[config.mk]
export PLATFORM = sky130hd
export DESIGN_NAME = ptrf_queue
export DESIGN_NICKNAME = d
export VERILOG_FILES = /design/src/rtl/core/ptrf_pkg.sv /design/src/rtl/core/ptrf_queue.sv
export SDC_FILE = /design/constraint.sdc
export NUM_CORES = 1
export LEC_CHECK = 0
export BUFFER_PORTS_ARGS = -buffer_cell sky130_fd_sc_hd__buf_4
export CORE_MARGIN = 5
export CORE_UTILIZATION = 44
export CTS_CLUSTER_DIAMETER = 40
export DETAILED_ROUTE_END_ITERATION = 10
export HOLD_SLACK_MARGIN = 0.1
export PLACE_DENSITY = 0.72
export SYNTH_ARGS = -nofsm -noshare
export SYNTH_HDL_FRONTEND = slang
export SYNTH_SLANG_ARGS = --single-unit
[constraint.sdc]
create_clock -name i_clk -period 1.25 [get_ports i_clk]
set_input_delay 0.1875 -clock i_clk [delete_from_list [all_inputs] [get_ports i_clk]]
set_output_delay 0.1875 -clock i_clk [all_outputs]
set_load 0.005 [all_outputs]
[src/rtl/core/ptrf_pkg.sv]
// Shared types and constants for the pipe table ring FIFO.
package ptrf_pkg;

    localparam int DESC_BASE = 2;
    localparam int Q_DEPTH   = 2;

    typedef enum logic [1:0] {
        CMD_CREATE  = 2'd0,
        CMD_WRITE   = 2'd1,
        CMD_READ    = 2'd2,
        CMD_DESTROY = 2'd3
    } t_cmd;

    typedef enum logic [2:0] {
        ST_OK      = 3'd0,
        ST_BAD_FD  = 3'd1,
        ST_FULL    = 3'd2,
        ST_EMPTY   = 3'd3,
        ST_NO_SLOT = 3'd4
    } t_status;

    // work the back end has to do for one request
    typedef enum logic [1:0] {
        OP_NONE   = 2'd0,
        OP_CREATE = 2'd1,
        OP_WRITE  = 2'd2,
        OP_READ   = 2'd3
    } t_op;

    typedef struct packed {
        logic [1:0]  command;
        logic [15:0] fd;
        logic [7:0]  data_in;
        logic        end_of_transfer;
    } t_req;

    typedef struct packed {
        t_status     status;
        logic [2:0]  slot;
        logic [15:0] read_end_fd;
        logic [15:0] write_end_fd;
        logic [7:0]  data_out;
        logic        transfer_end;
    } t_res;

    typedef struct packed {
        t_op  op;
        logic [7:0] data;
        t_res res;
    } t_job;

endpackage

[src/rtl/core/ptrf_queue.sv]
// Short job queue between front and back end.
module ptrf_queue import ptrf_pkg::*; #(
    parameter int DATA_W = 8
) (
    input  logic              i_clk,
    input  logic              i_rst_n,
    input  logic              i_push,
    input  logic [DATA_W-1:0] i_push_data,
    input  logic              i_pop,
    output logic              o_valid,
    output logic [DATA_W-1:0] o_data,
    output logic              o_full
);

    localparam int QAW = (Q_DEPTH > 1) ? $clog2(Q_DEPTH) : 1;
    localparam int QCW = $clog2(Q_DEPTH + 1);

    logic [DATA_W-1:0] r_mem [Q_DEPTH];
    logic [QAW-1:0]    r_wr, r_rd;
    logic [QCW-1:0]    r_count;
    logic              pop;

    assign o_valid = (r_count != '0);
    assign o_full  = (r_count == QCW'(Q_DEPTH));
    assign o_data  = r_mem[r_rd];
    assign pop     = i_pop & o_valid;

    always_ff @(posedge i_clk) begin
        if (!i_rst_n) begin
            r_wr    <= '0;
            r_rd    <= '0;
            r_count <= '0;
        end else begin
            if (i_push) begin
                r_wr <= (r_wr == QAW'(Q_DEPTH - 1)) ? '0 : r_wr + 1'b1;
            end
            if (pop) begin
                r_rd <= (r_rd == QAW'(Q_DEPTH - 1)) ? '0 : r_rd + 1'b1;
            end
            if (i_push && !pop) begin
                r_count <= r_count + 1'b1;
            end else if (!i_push && pop) begin
                r_count <= r_count - 1'b1;
            end
        end
    end

    always_ff @(posedge i_clk) begin
        if (i_push) begin
            r_mem[r_wr] <= i_push_data;
        end
    end

    a_no_push_full: assert property (@(posedge i_clk) disable iff (!i_rst_n)
        !(i_push && o_full))
        else $error("queue push while full");

    a_count_bound: assert property (@(posedge i_clk) disable iff (!i_rst_n)
        r_count <= QCW'(Q_DEPTH))
        else $error("queue count beyond depth");

endmodule

### Word level (Yosys, flattened, before mapping)

Memories as Yosys holds them, arrays and structs flattened. A register that Yosys moved wholly into a read port is not among the register bits.
Index checks and enable logic that the tools add are counted.

* memories kept: 1
* bits in registers: 4
* RAM bits: 16
* bits of input ports: 12

* bitwise operators: 1
* reduce and logical (&&, ||, !) cells: 6
* muxes and demuxes: 8
* equal/unequal tests: 1
* add/sub/neg operators: 4

Memories
* r_mem: words 2, bits a word 8, rd ports 1, clocked after memory_dff 1, write ports 1, RTL line ptrf_queue.sv:18 `logic [DATA_W-1:0] r_mem [Q_DEPTH];`

Operators by type and width (number)
* 1-bit 2-to-1 mux: 6
* 2-bit 2-to-1 mux: 2
* 2-bit nonzero test: 2
* 1-bit adder, second input constant: 2
* 2-bit by 1-bit adder with 2-bit output, second input constant: 1
* 2-bit == test, second input constant: 1
* 1-bit logical AND: 2
* 1-bit logical NOT: 2
* 2-bit by 1-bit subtractor with 2-bit output, second input constant: 1
* 1-bit bitwise AND: 1

### Logic depth before layout (Yosys ltp)

* depth in word-level cells: 5
* gate-level depth with buffers: 5

### Least setup slack after synthesis

Ideal clock, no wire load.

* path kind: register to register
* start point: register r_count[0]
* end point: register r_count[1]
* path buffers: 0
* cell stages (with the launch flop): 5
* path slack: -0.074 ns
* data required time: 1.180 ns
* data arrival time: 1.254 ns
* setup time: 0.070 ns
* path through: dfxtp_1 -> o21ai_1 -> ha_1 -> or3_1 -> a21boi_1

* cells in the longest elaborated chain, start to end: 5
* elaborated cells between the ends (all ways): 10
* classes of those cells: add/sub: 2; mux: 2; bitwise: 1; reduce/logical: 5

RTL lines
* from (decl): RTL line ptrf_queue.sv:20 `logic [QCW-1:0] r_count;`
* from (signal assigned): RTL line ptrf_queue.sv:41 `r_count <= r_count + 1'b1;`
* from (signal assigned): RTL line ptrf_queue.sv:43 `r_count <= r_count - 1'b1;`
* parallel branches: the longest is 5 deep, another holds 2-bit by 1-bit subtractor with 2-bit output

Several ways; the timed one is not identified. The select of a mux whose other input is x is not followed.
A chain may end at the register's enable or synchronous reset.

==> implementation parameters <==
Parameter                              Value

Outcome
  Result of the run    complete, but fails checks
  Violations in the final reports    negative setup slack

STA
  Relative max-transition margin    a little over 70%
  Fraction of the cycle the final worst path needs    112%
  Final slew viol count    0
  Max frequency    between 700 and 800 MHz
  Min Clock Period, post-route    approximately 1.4 ns
  Number of endpoints with negative hold slack in the final report    0
  Worst hold slack after final layout    around 0.12 ns
  Transition time of the tightest slew-check pin    roughly 0.42 ns
  Final setup violation count    10
  RSZ-0062 raised after global routing    yes
  Skew final    ~0.0041 ns
  Worst setup slack after layout    -0.147 ns

Worst setup path
  Critical Path AT    ~1.2 ns
  Kind of critical path    reg2out
  Worst r2r dst    r_count[1]
  Path depth of the worst reg2reg path    4
  End of the critical path    o_data[0]
  Top fanout value on the critical path    4
  Beginning of the worst register-to-register path    r_count[1]
  Worst Setup Start Kind    flop
  Worst endpoint required time    between 1 and 1.5 ns
  Internal reg-to-reg setup slack    -0.07 ns
  Element type at the critical path end    output port

Power
  Maximum ir drop on the vdd rail    ~1.2 mV
  Power density relative to cell area    about 1800 nW/um^2
  Leakage power summed over all cells    0.541 nW

Clock network
  H-tree level count    1
  Clock buffer depth    2
  Clock Pin Slew Worst Setup and Hold Paths    around 0.11 ns
  Total CTS buffers    3
  CTS Root Cell    clkbuf_4
  Clock tree from TritonCTS    done
  Clk sink count    21
  Clock latency reported for the late side of the worst-skew pair    0.30 ns

Route
  DRC viols    0
  Avg WL per Cell    about 14 um
  Total wire length after detailed routing    1.59 mm
  Total via count in the routed design    between 500 and 600
  First drt pass iteration count    4
  Via/cell ratio    around 4.5
  Antenna viol nets, final    0
  Number of DRC violations after detailed-routing iteration 0    7

Floorplanning
  Die Ht    between 50 and 60 um
  Number of placement rows    15
  Floorplan die width    between 50 and 60 um
  Placeable core region    around 1700 sq um
  DIE AREA    approximately 2800 sq um
  Boundary pin count    22
  Initial cell density of the core    a little under half

Global routing
  Total GRT Usage    between 10% and 20%
  Vias in the first global route    between 500 and 600
  Antenna violations before repair    0
  Maximum number of pins on one net before global-route repair    13
  Gr ovfl total    0
  Wire length of the first global-routing pass    about 2.4 mm

Finish
  Area added between synthesis and finish    62.4%
  Final non-filler cell area    1290 sq um
  Highest-count cells in the layout ignoring fill and taps    buf_4 (20), edfxtp_1 (16), buf_6 (14)
  Ant. Diodes    0
  Final cell utilization of the core    74.9%
  Most frequent standard cell in the layout excluding fill and tap cells    buf_4
  Share of final-layout standard cells stronger than drive strength 1    just under 60%
  Count of placed standard cells in the final layout, fillers left out    ~120
  Final net count    ~110

Logic synthesis
  Area fraction in compound gates after synthesis    around 3.1%
  Cell count after synthesis    between 40 and 50
  Synth warn    0
  Fraction of the yosys area taken by sequential cells    between 70 and 80%
  Total of flip-flops plus latches after synthesis    21
  Number of distinct library cells after synthesis    15
  Main combinational cell family by area after synthesis    multiplexers
  Post-Synth Simple-Gate Area    under 10%
  Number of nets in the synthesized netlist    60
  Post-synth design cell area    between 700 and 800 sq um
  XOR/XNOR share of the synthesized area    about 3.3%
  Mean instance size in the synthesized netlist    ~17 sq um
  Proportion of synthesized area in mux cells    a little under an eighth
  Adder-cell share of the synthesized area    under 10%

Placement
  Number of port buffers    21
  Routability congestion estimate    approximately 0.65
  Area after detailed placement    ~1000 sq um
  DP HPWL    slightly below 1 mm
  Total instance count after detailed placement    100
  Pre-CTS setup slack    -0.0138 ns

Hold path
  Hold/Removal Path Class    in2reg

Run
  Max-cap viol count    0
[metal layers]
layer	share of wire (%)	routed length, um	up-vias	GRT usage, %
met2	55	867	12	22.1
met4	0.63	10	0	6.38
met1	41	644	255	13.4
met5	0	0	-	0
met3	4.2	66	2	2.56
li1	-	-	261	-
[through the flow]
step                      total power (W)  TNS, ns
after floorplan                   0.00126  -0.0220
after global placement            0.00160        0
after detailed placement          0.00162  -0.0138
after CTS                         0.00225    -1.30
after global routing              0.00247    -1.72
final                             0.00234    -1.22
[cell families (layout without fill, tap and decap cells)]
group                    count (synthesis)  count (layout)
multiplexers                             8               8
flip-flops                              21              21
XOR/XNOR                                 3               3
buffers and inverters                    1              46
AND/OR/NAND/NOR                          9               9
adder cells (fa/ha/maj)                  1               1
AO/OA/AOI/OAI                            4               4
[synthesized netlist by cell type]
master    count  area (sq um)
edfxtp_1     16           480
mux2_2        8          90.1
dfxtp_1       5           100
and2_1        4          25.0
nor2b_1       3          18.8
xnor2_1       2          17.5
a21boi_1      1          7.51
buf_2         1          5.00
ha_1          1          12.5
o21a_1        1          7.51
o21ai_0       1          5.00
o21ai_1       1          5.00
or2_2         1          6.26
or3_1         1          6.26
xor2_1        1          8.76
[area by class of cell]
cell class	instances	area, sq um
clock buffer	3	22.5
clock inverter	1	5.00
fill	120	434
multi-input combinational	25	262
sequential	21	584
tap	25	31.3
timing repair buffer	42	388
[sequential cells by signal (all words and copies together) (netlist names), named ones only]
register	flops
r_count	2
r_wr	1
r_mem	16
r_rd	1
[critical path, cell delays in order, from the launching register on]
cell and delay [ns]:
dfxtp_2 0.36, buf_6 0.13, mux2_4 0.31, buf_6 0.12
[worst min-delay path by stage]
stage | from | end | cells after the start
2_1_floorplan | i_push_data[0] | r_mem[0][0] | 0
3_3_place_gp | i_push_data[1] | r_mem[0][1] | 1
3_5_place_dp | i_push_data[3] | r_mem[1][3] | 1
4_1_cts | i_rst_n | flop | 2
5_1_grt | i_rst_n | r_wr | 2
6_report | i_rst_n | r_wr | 2
[repair_timing]
item | CTS | global route
buffers inserted | 4 | 1
setup endpoints to repair | 11 | 12
hold buffers | 8 | 0
endpoints found under the hold margin | 16 | 0
resized for setup | 24 | 4
pin swaps | 4 | 3
[report_power, final]
group / internal, W / switching [W]
Clock: 0.000119 / 0.000198
Sequential: 0.000854 / 0.0000615
Combinational: 0.000748 / 0.000356
Total: 0.00172 / 0.000616
Note: power is estimated with default switching activity, not from simulation.
