## config.mk

```make
export PLATFORM = sky130hd
export DESIGN_NAME = ptrf_front
export DESIGN_NICKNAME = d
export VERILOG_FILES = /design/src/rtl/core/ptrf_pkg.sv /design/src/rtl/core/ptrf_front.sv
export SDC_FILE = /design/constraint.sdc
export NUM_CORES = 1
export LEC_CHECK = 0
export ABC_CLOCK_PERIOD_IN_PS = 4300
export BUFFER_PORTS_ARGS = -buffer_cell sky130_fd_sc_hd__buf_2
export CELL_PAD_IN_SITES_DETAIL_PLACEMENT = 0
export CELL_PAD_IN_SITES_GLOBAL_PLACEMENT = 1
export CORE_MARGIN = 10
export CORE_UTILIZATION = 48
export CTS_CLUSTER_SIZE = 10
export DETAILED_ROUTE_END_ITERATION = 10
export HOLD_SLACK_MARGIN = 0.15
export PLACE_DENSITY_LB_ADDON = 0.1
export SLEW_MARGIN = 5
export SYNTH_ARGS = -nofsm -noshare
export SYNTH_HDL_FRONTEND = slang
export SYNTH_SLANG_ARGS = --single-unit
```

## constraint.sdc

```tcl
create_clock -name i_clk -period 4.3 [get_ports i_clk]
set_clock_uncertainty 0.2 [all_clocks]
set_input_delay 0.645 -clock i_clk [delete_from_list [all_inputs] [get_ports i_clk]]
set_output_delay 0.645 -clock i_clk [all_outputs]
set_load 0.02 [all_outputs]
```

## src/rtl/core/ptrf_pkg.sv

```systemverilog
// Shared types and constants for the pipe table ring FIFO.
package ptrf_pkg;

    localparam int DESC_BASE = 2;
    localparam int Q_DEPTH   = 2;

    typedef enum logic [1:0] {
        CMD_CREATE  = 2'd0,
        CMD_WRITE   = 2'd1,
        CMD_READ    = 2'd2,
        CMD_DESTROY = 2'd3
    } t_cmd;

    typedef enum logic [2:0] {
        ST_OK      = 3'd0,
        ST_BAD_FD  = 3'd1,
        ST_FULL    = 3'd2,
        ST_EMPTY   = 3'd3,
        ST_NO_SLOT = 3'd4
    } t_status;

    // work the back end has to do for one request
    typedef enum logic [1:0] {
        OP_NONE   = 2'd0,
        OP_CREATE = 2'd1,
        OP_WRITE  = 2'd2,
        OP_READ   = 2'd3
    } t_op;

    typedef struct packed {
        logic [1:0]  command;
        logic [15:0] fd;
        logic [7:0]  data_in;
        logic        end_of_transfer;
    } t_req;

    typedef struct packed {
        t_status     status;
        logic [2:0]  slot;
        logic [15:0] read_end_fd;
        logic [15:0] write_end_fd;
        logic [7:0]  data_out;
        logic        transfer_end;
    } t_res;

    typedef struct packed {
        t_op  op;
        logic [7:0] data;
        t_res res;
    } t_job;

endpackage

```

## src/rtl/core/ptrf_front.sv

```systemverilog
// Front end: request register, descriptor matching and slot table.
module ptrf_front import ptrf_pkg::*; #(
    parameter int SLOTS = 8,
    parameter int SW    = 3
) (
    input  logic          i_clk,
    input  logic          i_rst_n,
    input  logic          start,
    input  t_req          i_req,
    output logic          busy,
    input  logic          i_q_full,
    output logic          o_push,
    output logic [SW-1:0] o_push_slot,
    output t_job          o_push_job
);

    logic              r_valid;
    t_req              r_req;
    logic [SLOTS-1:0]  r_used;
    logic [15:0]       r_rend [SLOTS];
    logic [15:0]       r_wend [SLOTS];
    logic [15:0]       r_next_desc;

    logic              in_range;
    logic              wr_hit, rd_hit, free_hit;
    logic [SW-1:0]     wr_idx, rd_idx, free_idx;
    logic              do_create, do_destroy;
    logic [15:0]       wfd;

    assign busy   = r_valid & i_q_full;
    assign o_push = r_valid & ~i_q_full;
    assign wfd    = r_next_desc + 16'd1;

    assign in_range = (r_req.fd >= 16'(DESC_BASE)) && (r_req.fd < r_next_desc);

    // lowest index wins: scan from the top down
    always_comb begin
        wr_hit   = 1'b0;
        rd_hit   = 1'b0;
        free_hit = 1'b0;
        wr_idx   = '0;
        rd_idx   = '0;
        free_idx = '0;
        for (int s = SLOTS - 1; s >= 0; s--) begin
            if (r_used[s] && r_wend[s] == r_req.fd) begin
                wr_hit = 1'b1;
                wr_idx = SW'(s);
            end
            if (r_used[s] && r_rend[s] == r_req.fd) begin
                rd_hit = 1'b1;
                rd_idx = SW'(s);
            end
            if (!r_used[s]) begin
                free_hit = 1'b1;
                free_idx = SW'(s);
            end
        end
    end

    always_comb begin
        o_push_slot                 = '0;
        o_push_job.op               = OP_NONE;
        o_push_job.data             = r_req.data_in;
        o_push_job.res.status       = ST_OK;
        o_push_job.res.slot         = '0;
        o_push_job.res.read_end_fd  = '0;
        o_push_job.res.write_end_fd = '0;
        o_push_job.res.data_out     = '0;
        o_push_job.res.transfer_end = r_req.end_of_transfer;
        do_create                   = 1'b0;
        do_destroy                  = 1'b0;
        unique case (t_cmd'(r_req.command))
            CMD_CREATE: begin
                if (free_hit) begin
                    do_create                   = 1'b1;
                    o_push_job.op               = OP_CREATE;
                    o_push_slot                 = free_idx;
                    o_push_job.res.slot         = 3'(free_idx);
                    o_push_job.res.read_end_fd  = r_next_desc;
                    o_push_job.res.write_end_fd = wfd;
                end else begin
                    o_push_job.res.status = ST_NO_SLOT;
                end
            end
            CMD_WRITE: begin
                if (in_range && wr_hit) begin
                    o_push_job.op = OP_WRITE;
                    o_push_slot   = wr_idx;
                end else begin
                    o_push_job.res.status = ST_BAD_FD;
                end
            end
            CMD_READ: begin
                if (in_range && rd_hit) begin
                    o_push_job.op = OP_READ;
                    o_push_slot   = rd_idx;
                end else begin
                    o_push_job.res.status = ST_BAD_FD;
                end
            end
            CMD_DESTROY: begin
                if (wr_hit) begin
                    do_destroy = 1'b1;
                end else begin
                    o_push_job.res.status = ST_BAD_FD;
                end
            end
            default: begin
                o_push_job.res.status = ST_BAD_FD;
            end
        endcase
    end

    always_ff @(posedge i_clk) begin
        if (!i_rst_n) begin
            r_valid     <= 1'b0;
            r_used      <= '0;
            r_next_desc <= 16'(DESC_BASE);
        end else begin
            if (start && !busy) begin
                r_valid <= 1'b1;
            end else if (o_push) begin
                r_valid <= 1'b0;
            end
            if (o_push && do_create) begin
                r_used[free_idx] <= 1'b1;
                r_next_desc      <= r_next_desc + 16'd2;
            end
            if (o_push && do_destroy) begin
                r_used[wr_idx] <= 1'b0;
            end
        end
    end

    always_ff @(posedge i_clk) begin
        if (start && !busy) begin
            r_req <= i_req;
        end
        if (o_push && do_create) begin
            r_rend[free_idx] <= r_next_desc;
            r_wend[free_idx] <= wfd;
        end
    end

endmodule

```

## After elaboration in Yosys (flattened, before gate mapping)

Memories as Yosys holds them, arrays and structs flattened.
Cells that the tools add are included.

- RAM bits: 256
- Output and inout bits: 62
- Logic and storage cells: 147
- Input port bits: 31
- Register bits: 52
- Memories kept: 2

Memory list:

| memory | depth | bits a word | read ports | clocked after Yosys merged registers in | wr ports | RTL line | text |
|---|---|---|---|---|---|---|---|
| r_rend | 8 | 16 | 8 | 0 | 1 | ptrf_front.sv:20 | `logic [15:0] r_rend [SLOTS];` |
| r_wend | 8 | 16 | 8 | 0 | 1 | ptrf_front.sv:21 | `logic [15:0] r_wend [SLOTS];` |

- Magnitude comparators: 6
- $add $sub $neg: 2
- Mux-type cells: 78
- Bitwise operators: 6
- Reductions and logical operators: 27
- Eq/ne operators: 19

Operator list:

| cell | number |
|---|---|
| equality test 16 bit | 16 |
| 2-to-1 mux 3 bit | 28 |
| 2-to-1 mux 35 bit | 2 |
| 2-to-1 mux 1 bit | 38 |
| logical AND 1 bit | 24 |
| 2-to-1 mux 8 bit | 3 |
| adder 16 x 1 -> 16 bit (second input constant) | 1 |
| adder 16 x 2 -> 16 bit (second input constant) | 1 |
| >= comparator 16 x 2 -> 1 bit (second input constant) | 1 |
| < comparator 16 bit | 1 |
| one-hot mux 3 bit (4 select lines) | 1 |
| one-hot mux 3 bit (3 select lines) | 1 |
| AND 8 bit | 1 |
| < comparator 3 x 4 -> 1 bit (second input constant) | 2 |
| NOT 8 bit | 1 |
| OR 8 bit | 1 |
| demux 1 bit (select 3 bit) | 2 |
| >= comparator 3 x 1 -> 1 bit (second input constant) | 2 |
| one-hot mux 2 bit (3 select lines) | 1 |
| equality test 2 bit (second input constant) | 2 |
| 2-to-1 mux 2 bit | 2 |
| AND 1 bit | 2 |
| equality test 2 x 1 -> 1 bit (second input constant) | 1 |
| logical NOT 2 bit | 1 |
| other kinds (3) | 3 |

## Depth between registers and ports, before layout

An unclocked memory read counts as a cell.

- Word-level depth: 18
- Mapped depth: 9
- Depth with buffers taken out: 9

## Worst setup path after synthesis

OpenSTA, ideal clock, no wires.

- Path kind: flip-flop to flip-flop
- Start point: reg r_req[26] (netlist bit)
- End point: reg r_used[1]
- Arrival time: 3032 ps
- Stages on the path, launching flop included: 6
- Setup time: 74 ps
- Setup slack: 995 ps
- Required time: 4026 ps
- Period minus slack after synthesis: 3305 ps
- Buffers on the path: 1
- Cell sequence: edfxtp_1 or2_1 clkbuf_1 nor4b_1 o21ai_0 a21oi_2

- Longest elaborated chain between the ends: 7
- Elaborated cells between the ends (all ways): 10
- Classes of those cells: eq/ne: 1; mux: 5; bitwise: 1; reduce/logical: 3

RTL lines:

| item | RTL line | text |
|---|---|---|
| start, declared | ptrf_front.sv:18 | `t_req r_req;` |
| start signal, assigned | ptrf_front.sv:137 | `r_req <= i_req;` |
| logical NOT 2 bit | ptrf_front.sv:72 | `unique case (t_cmd'(r_req.command))` |
| 2-to-1 mux 1 bit | ptrf_front.sv:72 |  |
| logical AND 1 bit | ptrf_front.sv:125 | `if (o_push && do_create) begin` |
| 2-to-1 mux 8 bit | ptrf_front.sv:125 |  |
| 2-to-1 mux 8 bit | ptrf_front.sv:115 | `if (!i_rst_n) begin` |
| AND 8 bit (no source line) | -- |  |
| 2-to-1 mux 8 bit (*) | ptrf_front.sv:129 | `if (o_push && do_destroy) begin` |
| end signal, assigned | ptrf_front.sv:117 | `r_used <= '0;` |
| end signal, assigned by index | ptrf_front.sv:126 | `r_used[free_idx] <= 1'b1;` |
| end signal, assigned by index | ptrf_front.sv:130 | `r_used[wr_idx] <= 1'b0;` |
| end, declared | ptrf_front.sv:19 | `logic [SLOTS-1:0] r_used;` |

Every way passes the cells marked *; elsewhere a longest branch is shown, timed or not. The select of a mux whose other input is x is not followed.
A chain may end at the register's enable or synchronous reset.

## Worst setup path in the final report

- Start point: reg r_req[22] (netlist bit)
- End point: out o_push_slot[2]

- Longest elaborated chain between the ends: 13
- Elaborated cells between the ends (all ways): 72
- Classes of those cells: order compare: 2; eq/ne: 16; mux: 35; reduce/logical: 19

RTL lines:

| item | RTL line | text |
|---|---|---|
| equality test 16 bit (on tied branches) | ptrf_front.sv:49, ptrf_front.sv:45 |  |
| logical AND 1 bit (on tied branches) | ptrf_front.sv:49, ptrf_front.sv:45 |  |
| 2-to-1 mux 1 bit (on tied branches) (8 in series) | ptrf_front.sv:49, ptrf_front.sv:45 |  |
| logical AND 1 bit (on tied branches) | ptrf_front.sv:94, ptrf_front.sv:86 |  |
| 2-to-1 mux 3 bit (on tied branches) | ptrf_front.sv:94, ptrf_front.sv:86 |  |
| one-hot mux 3 bit (3 select lines) (*) | ptrf_front.sv:72 |  |
| end, declared | ptrf_front.sv:13 | `output logic [SW-1:0] o_push_slot,` |

Every way passes the cells marked *; elsewhere a longest branch is shown, timed or not.

==> run_summary.xml <==
<?xml version="1.0" encoding="UTF-8"?>
<metrics>
  <group name="status">
    <metric name="status" unit="">finished clean</metric>
  </group>
  <group name="synth">
    <metric name="netlist-cell-type-count" unit="">48</metric>
    <metric name="synth_top_flop_cell" unit="">sky130_fd_sc_hd__edfxtp_1</metric>
    <metric name="syn-cell-area" unit="µm²">8290</metric>
    <metric name="synth-edff-count" unit="">147</metric>
    <metric name="avgSynthCellArea" unit="µm²">12.6</metric>
    <metric name="synth.yosys.warnings" unit="">0</metric>
    <metric name="postSynth.asyncResetShare" unit="">0</metric>
    <metric name="share_of_the_yosys_chip_area_belonging_to_registers" unit="">0.590</metric>
    <metric name="post_synth_most_frequent_cells" unit="">sky130_fd_sc_hd__edfxtp_1 (147), sky130_fd_sc_hd__xnor2_1 (129), sky130_fd_sc_hd__nand4_1 (70)</metric>
    <metric name="yosysTopAreaCellShare" unit="">0.532</metric>
    <metric name="synthCells" unit="">659</metric>
    <metric name="yosys-top-cells-area" unit="">sky130_fd_sc_hd__edfxtp_1 (53%), sky130_fd_sc_hd__xnor2_1 (14%), sky130_fd_sc_hd__dfxtp_1 (5.8%), sky130_fd_sc_hd__nand4_1 (5.3%), sky130_fd_sc_hd__buf_4 (3.4%)</metric>
    <metric name="most_frequent_cell_after_synthesis" unit="">sky130_fd_sc_hd__edfxtp_1</metric>
    <metric name="synth_area_leader_cell" unit="">sky130_fd_sc_hd__edfxtp_1</metric>
    <metric name="synth-seq-cells" unit="">171</metric>
  </group>
  <group name="layout">
    <metric name="layout-drive-gt1-share" unit="">0.209</metric>
    <metric name="antenna-diode-count" unit="">0</metric>
    <metric name="syn2layout_area_growth" unit="%">13.9</metric>
    <metric name="layout.core_utilization" unit="">0.552</metric>
    <metric name="num-fill-cells" unit="">1473</metric>
    <metric name="nNetsFinal" unit="">792</metric>
    <metric name="layoutNonFillerInstCount" unit="">984</metric>
    <metric name="finalInstanceArea" unit="µm²">9450</metric>
  </group>
  <group name="detailed_routing">
    <metric name="detail_route.drc_violations" unit="">0</metric>
    <metric name="wirelength" unit="µm">24300</metric>
    <metric name="vias" unit="">5625</metric>
    <metric name="drt_pre_antenna_iters" unit="">5</metric>
    <metric name="dr.first_iter.drc_count" unit="">407</metric>
    <metric name="via_per_inst" unit="">5.72</metric>
    <metric name="drt-wirelength-per-cell" unit="µm">24.7</metric>
    <metric name="antenna_left" unit="">0</metric>
  </group>
  <group name="critical_path">
    <metric name="worstSetupPathType" unit="">reg2out</metric>
    <metric name="timing.critical_path.buf_inv" unit="">1</metric>
    <metric name="crit_fanout" unit="">10</metric>
    <metric name="end_kind" unit="">output port</metric>
    <metric name="worst_ep_arrival_time" unit="ns">3.34</metric>
    <metric name="path_cells" unit="">ha_1 -&gt; a21o_1 -&gt; a21o_1 -&gt; a21oi_1 -&gt; o31ai_1 -&gt; nor2_1 -&gt; nand3_1 -&gt; o31ai_1 -&gt; buf_2</metric>
    <metric name="worstPathRequired" unit="ns">3.45</metric>
    <metric name="worst_path_max_stage_delay" unit="ns">0.87</metric>
    <metric name="worst_path_max_delay_cell" unit="">sky130_fd_sc_hd__edfxtp_1</metric>
    <metric name="path_delay_family" unit="">compound AO/OA/AOI/OAI gates</metric>
    <metric name="worst_setup_path_start_kind" unit="">flop</metric>
  </group>
  <group name="grt">
    <metric name="grt_max_degree" unit="">25</metric>
    <metric name="gr-usage-met1" unit="">0.264</metric>
    <metric name="number_of_global_route_vias_before_repair" unit="">5745</metric>
    <metric name="grt_pass1_wl" unit="µm">35500</metric>
    <metric name="grt_use_met3" unit="">0.0350</metric>
    <metric name="grt_overflow" unit="">0</metric>
    <metric name="busiest_layer" unit="">met2</metric>
    <metric name="grt_usage" unit="">0.215</metric>
    <metric name="grt_antenna_before_repair" unit="">0</metric>
    <metric name="groute.layer.met2.usage" unit="">0.366</metric>
  </group>
  <group name="clocking">
    <metric name="clock_sink_count" unit="">171</metric>
    <metric name="clkSlewWorstSetupHoldPaths" unit="ns">0.07</metric>
    <metric name="cts-htree-levels" unit="">4</metric>
    <metric name="worstSkewPairLatency" unit="ns">0.44</metric>
    <metric name="tritoncts" unit="">built</metric>
    <metric name="number_of_buffers_created_by_cts" unit="">17</metric>
    <metric name="cts_root_buf" unit="">sky130_fd_sc_hd__clkbuf_16</metric>
    <metric name="clk_path_buf_depth" unit="">2</metric>
    <metric name="postCtsHoldBufs" unit="">0</metric>
  </group>
  <group name="floorplan">
    <metric name="fp-row-count" unit="">48</metric>
    <metric name="die_h" unit="µm">151</metric>
    <metric name="die_w" unit="µm">151</metric>
    <metric name="floorplan.initialDensity" unit="">0.485</metric>
    <metric name="num_io_pins" unit="">93</metric>
    <metric name="die-area" unit="µm²">22900</metric>
    <metric name="floorplan.core_area" unit="µm²">17100</metric>
  </group>
  <group name="sta">
    <metric name="finalSetupViolations" unit="">0</metric>
    <metric name="worst_slack" unit="ns">0.114</metric>
    <metric name="layout_min_cycle_time" unit="ns">4.19</metric>
    <metric name="worst_slew_margin_rel" unit="">0.266</metric>
    <metric name="finalHoldViolations" unit="">0</metric>
    <metric name="timing_worst_slew_pin_value" unit="ns">1.09</metric>
    <metric name="final_min_period_over_clock_period" unit="">0.974</metric>
    <metric name="maxSlewViolCount" unit="">0</metric>
    <metric name="grt_setup_unrepaired" unit="">yes</metric>
    <metric name="fmax" unit="GHz">0.239</metric>
  </group>
  <group name="pwr">
    <metric name="leakage" unit="nW">3.26</metric>
    <metric name="power.ir.vdd_worst" unit="V">0.000287</metric>
    <metric name="powerDensity" unit="nW/µm²">367</metric>
    <metric name="totalPowerFinal" unit="mW">3.46</metric>
  </group>
  <group name="place">
    <metric name="number_of_buffer_cells_added_on_primary_ports" unit="">82</metric>
    <metric name="finalWeightedCongestion" unit="">0.917</metric>
    <metric name="post-place-ws" unit="ns">0.561</metric>
    <metric name="detailedPlacementHpwl" unit="µm">17900</metric>
    <metric name="dpl_cell_area" unit="µm²">8840</metric>
    <metric name="dpl.cell_count" unit="">946</metric>
  </group>
  <group name="hold_path">
    <metric name="min_path_type" unit="">in2reg</metric>
  </group>
  <group name="flow_run">
    <metric name="drv_cap" unit="">0</metric>
  </group>
</metrics>
-- routing by layer --
| layer | routed length, µm | part of all wire |
|---|---|---|
| met1 | 10100 | 0.41 |
| met5 | 0 | 0 |
| met3 | 1120 | 0.046 |
| met4 | 698 | 0.029 |
| met2 | 12400 | 0.51 |
-- cell families after synthesis --
| kind of cell | share of synthesized area |
|---|---|
| flip-flops | 0.590 |
| adder cells (fa/ha/maj) | 0.0226 |
| AO/OA/AOI/OAI | 0.0463 |
| other | 0.000452 |
| AND/OR/NAND/NOR | 0.138 |
| XOR/XNOR | 0.144 |
| buffers and inverters | 0.0582 |
-- cells in the final DEF, fill, tap and decap left out, types with 2 or more instances in the layout --
cell,Yosys,layout
sky130_fd_sc_hd__conb_1,1,10
sky130_fd_sc_hd__nand2_1,18,18
sky130_fd_sc_hd__o21ai_0,13,13
sky130_fd_sc_hd__a21oi_2,3,3
sky130_fd_sc_hd__o211ai_1,4,4
sky130_fd_sc_hd__buf_12,0,2
sky130_fd_sc_hd__ha_1,15,15
sky130_fd_sc_hd__a21oi_1,13,13
sky130_fd_sc_hd__nor2b_1,8,7
sky130_fd_sc_hd__o21ai_1,3,3
sky130_fd_sc_hd__inv_6,0,3
sky130_fd_sc_hd__buf_4,38,31
sky130_fd_sc_hd__nand3_1,10,10
sky130_fd_sc_hd__a21o_1,5,5
sky130_fd_sc_hd__and3_1,4,4
sky130_fd_sc_hd__o21a_1,2,2
sky130_fd_sc_hd__buf_2,5,82
sky130_fd_sc_hd__nand4_1,70,70
sky130_fd_sc_hd__inv_1,21,21
sky130_fd_sc_hd__nor4_1,19,18
sky130_fd_sc_hd__nor4_2,2,2
sky130_fd_sc_hd__and4_1,2,2
sky130_fd_sc_hd__clkinv_1,0,4
sky130_fd_sc_hd__edfxtp_1,147,147
sky130_fd_sc_hd__clkinv_4,0,2
sky130_fd_sc_hd__nor3b_1,4,3
sky130_fd_sc_hd__o31ai_1,3,3
sky130_fd_sc_hd__nor3_1,6,5
sky130_fd_sc_hd__clkbuf_16,0,17
sky130_fd_sc_hd__and2_1,16,16
sky130_fd_sc_hd__dfxtp_1,24,23
sky130_fd_sc_hd__xnor2_1,129,129
sky130_fd_sc_hd__xnor2_2,4,4
sky130_fd_sc_hd__nor2_1,40,40
sky130_fd_sc_hd__clkinvlp_4,0,3
-- worst register-to-register path, delay by kind of cell, from the launching register on --
family          cells  cell delay (ns)
compound gates      2             0.51
xor+xnor            1             0.50
flops               1             0.73
simple gates        4             0.97
-- sequential cells by signal, indices dropped and copies added, names as in the netlist --
| register | flops |
|---|---|
| r_valid | 1 |
| r_wend | 45 |
| r_rend | 75 |
| o_push_job | 9 |
| r_used | 8 |
| r_next_desc | 15 |
| r_req | 18 |
-- final cells by class --
type	count	area [µm²]	area share
clock buffer	18	429	0.0454
clock inverter	14	97.6	0.0103
sequential	171	4900	0.518
tap	225	282	0.0298
inverter	21	78.8	0.00834
timing repair buffer	115	683	0.0723
multi-input combinational	420	2980	0.316
-- report_power, final --
part	internal [mW]	switching [mW]
combinational	0.0894	0.136
sequential	1.80	0.0413
clock	0.739	0.657
total	2.63	0.834
-- repair_timing --
item	4_1_cts	5_1_grt
buffers inserted	0	6
resized for setup	0	3
setup endpoints to repair	0	2
-- per-stage QoR --
stage | TNS, ns | hold WS (ns)
floorplan | 0 | 0.322
global placement | 0 | 0.413
detailed placement | 0 | 0.423
CTS | 0 | 0.164
global route | -0.00399 | 0.170
finish | 0 | 0.178
-- final timing paths --
path                        from        endpoint  slack [ns]  cells past startpoint
hold reg to reg   r_next_desc[8]    r_rend[1][8]        0.43                      1
setup reg to reg       r_req[15]       r_used[5]        1.31                      7
hold / removal          i_req[0]   o_push_job[0]        0.18                      1
setup / recovery       r_req[22]  o_push_slot[2]        0.11                      9
(Power assumes the default switching activity.)
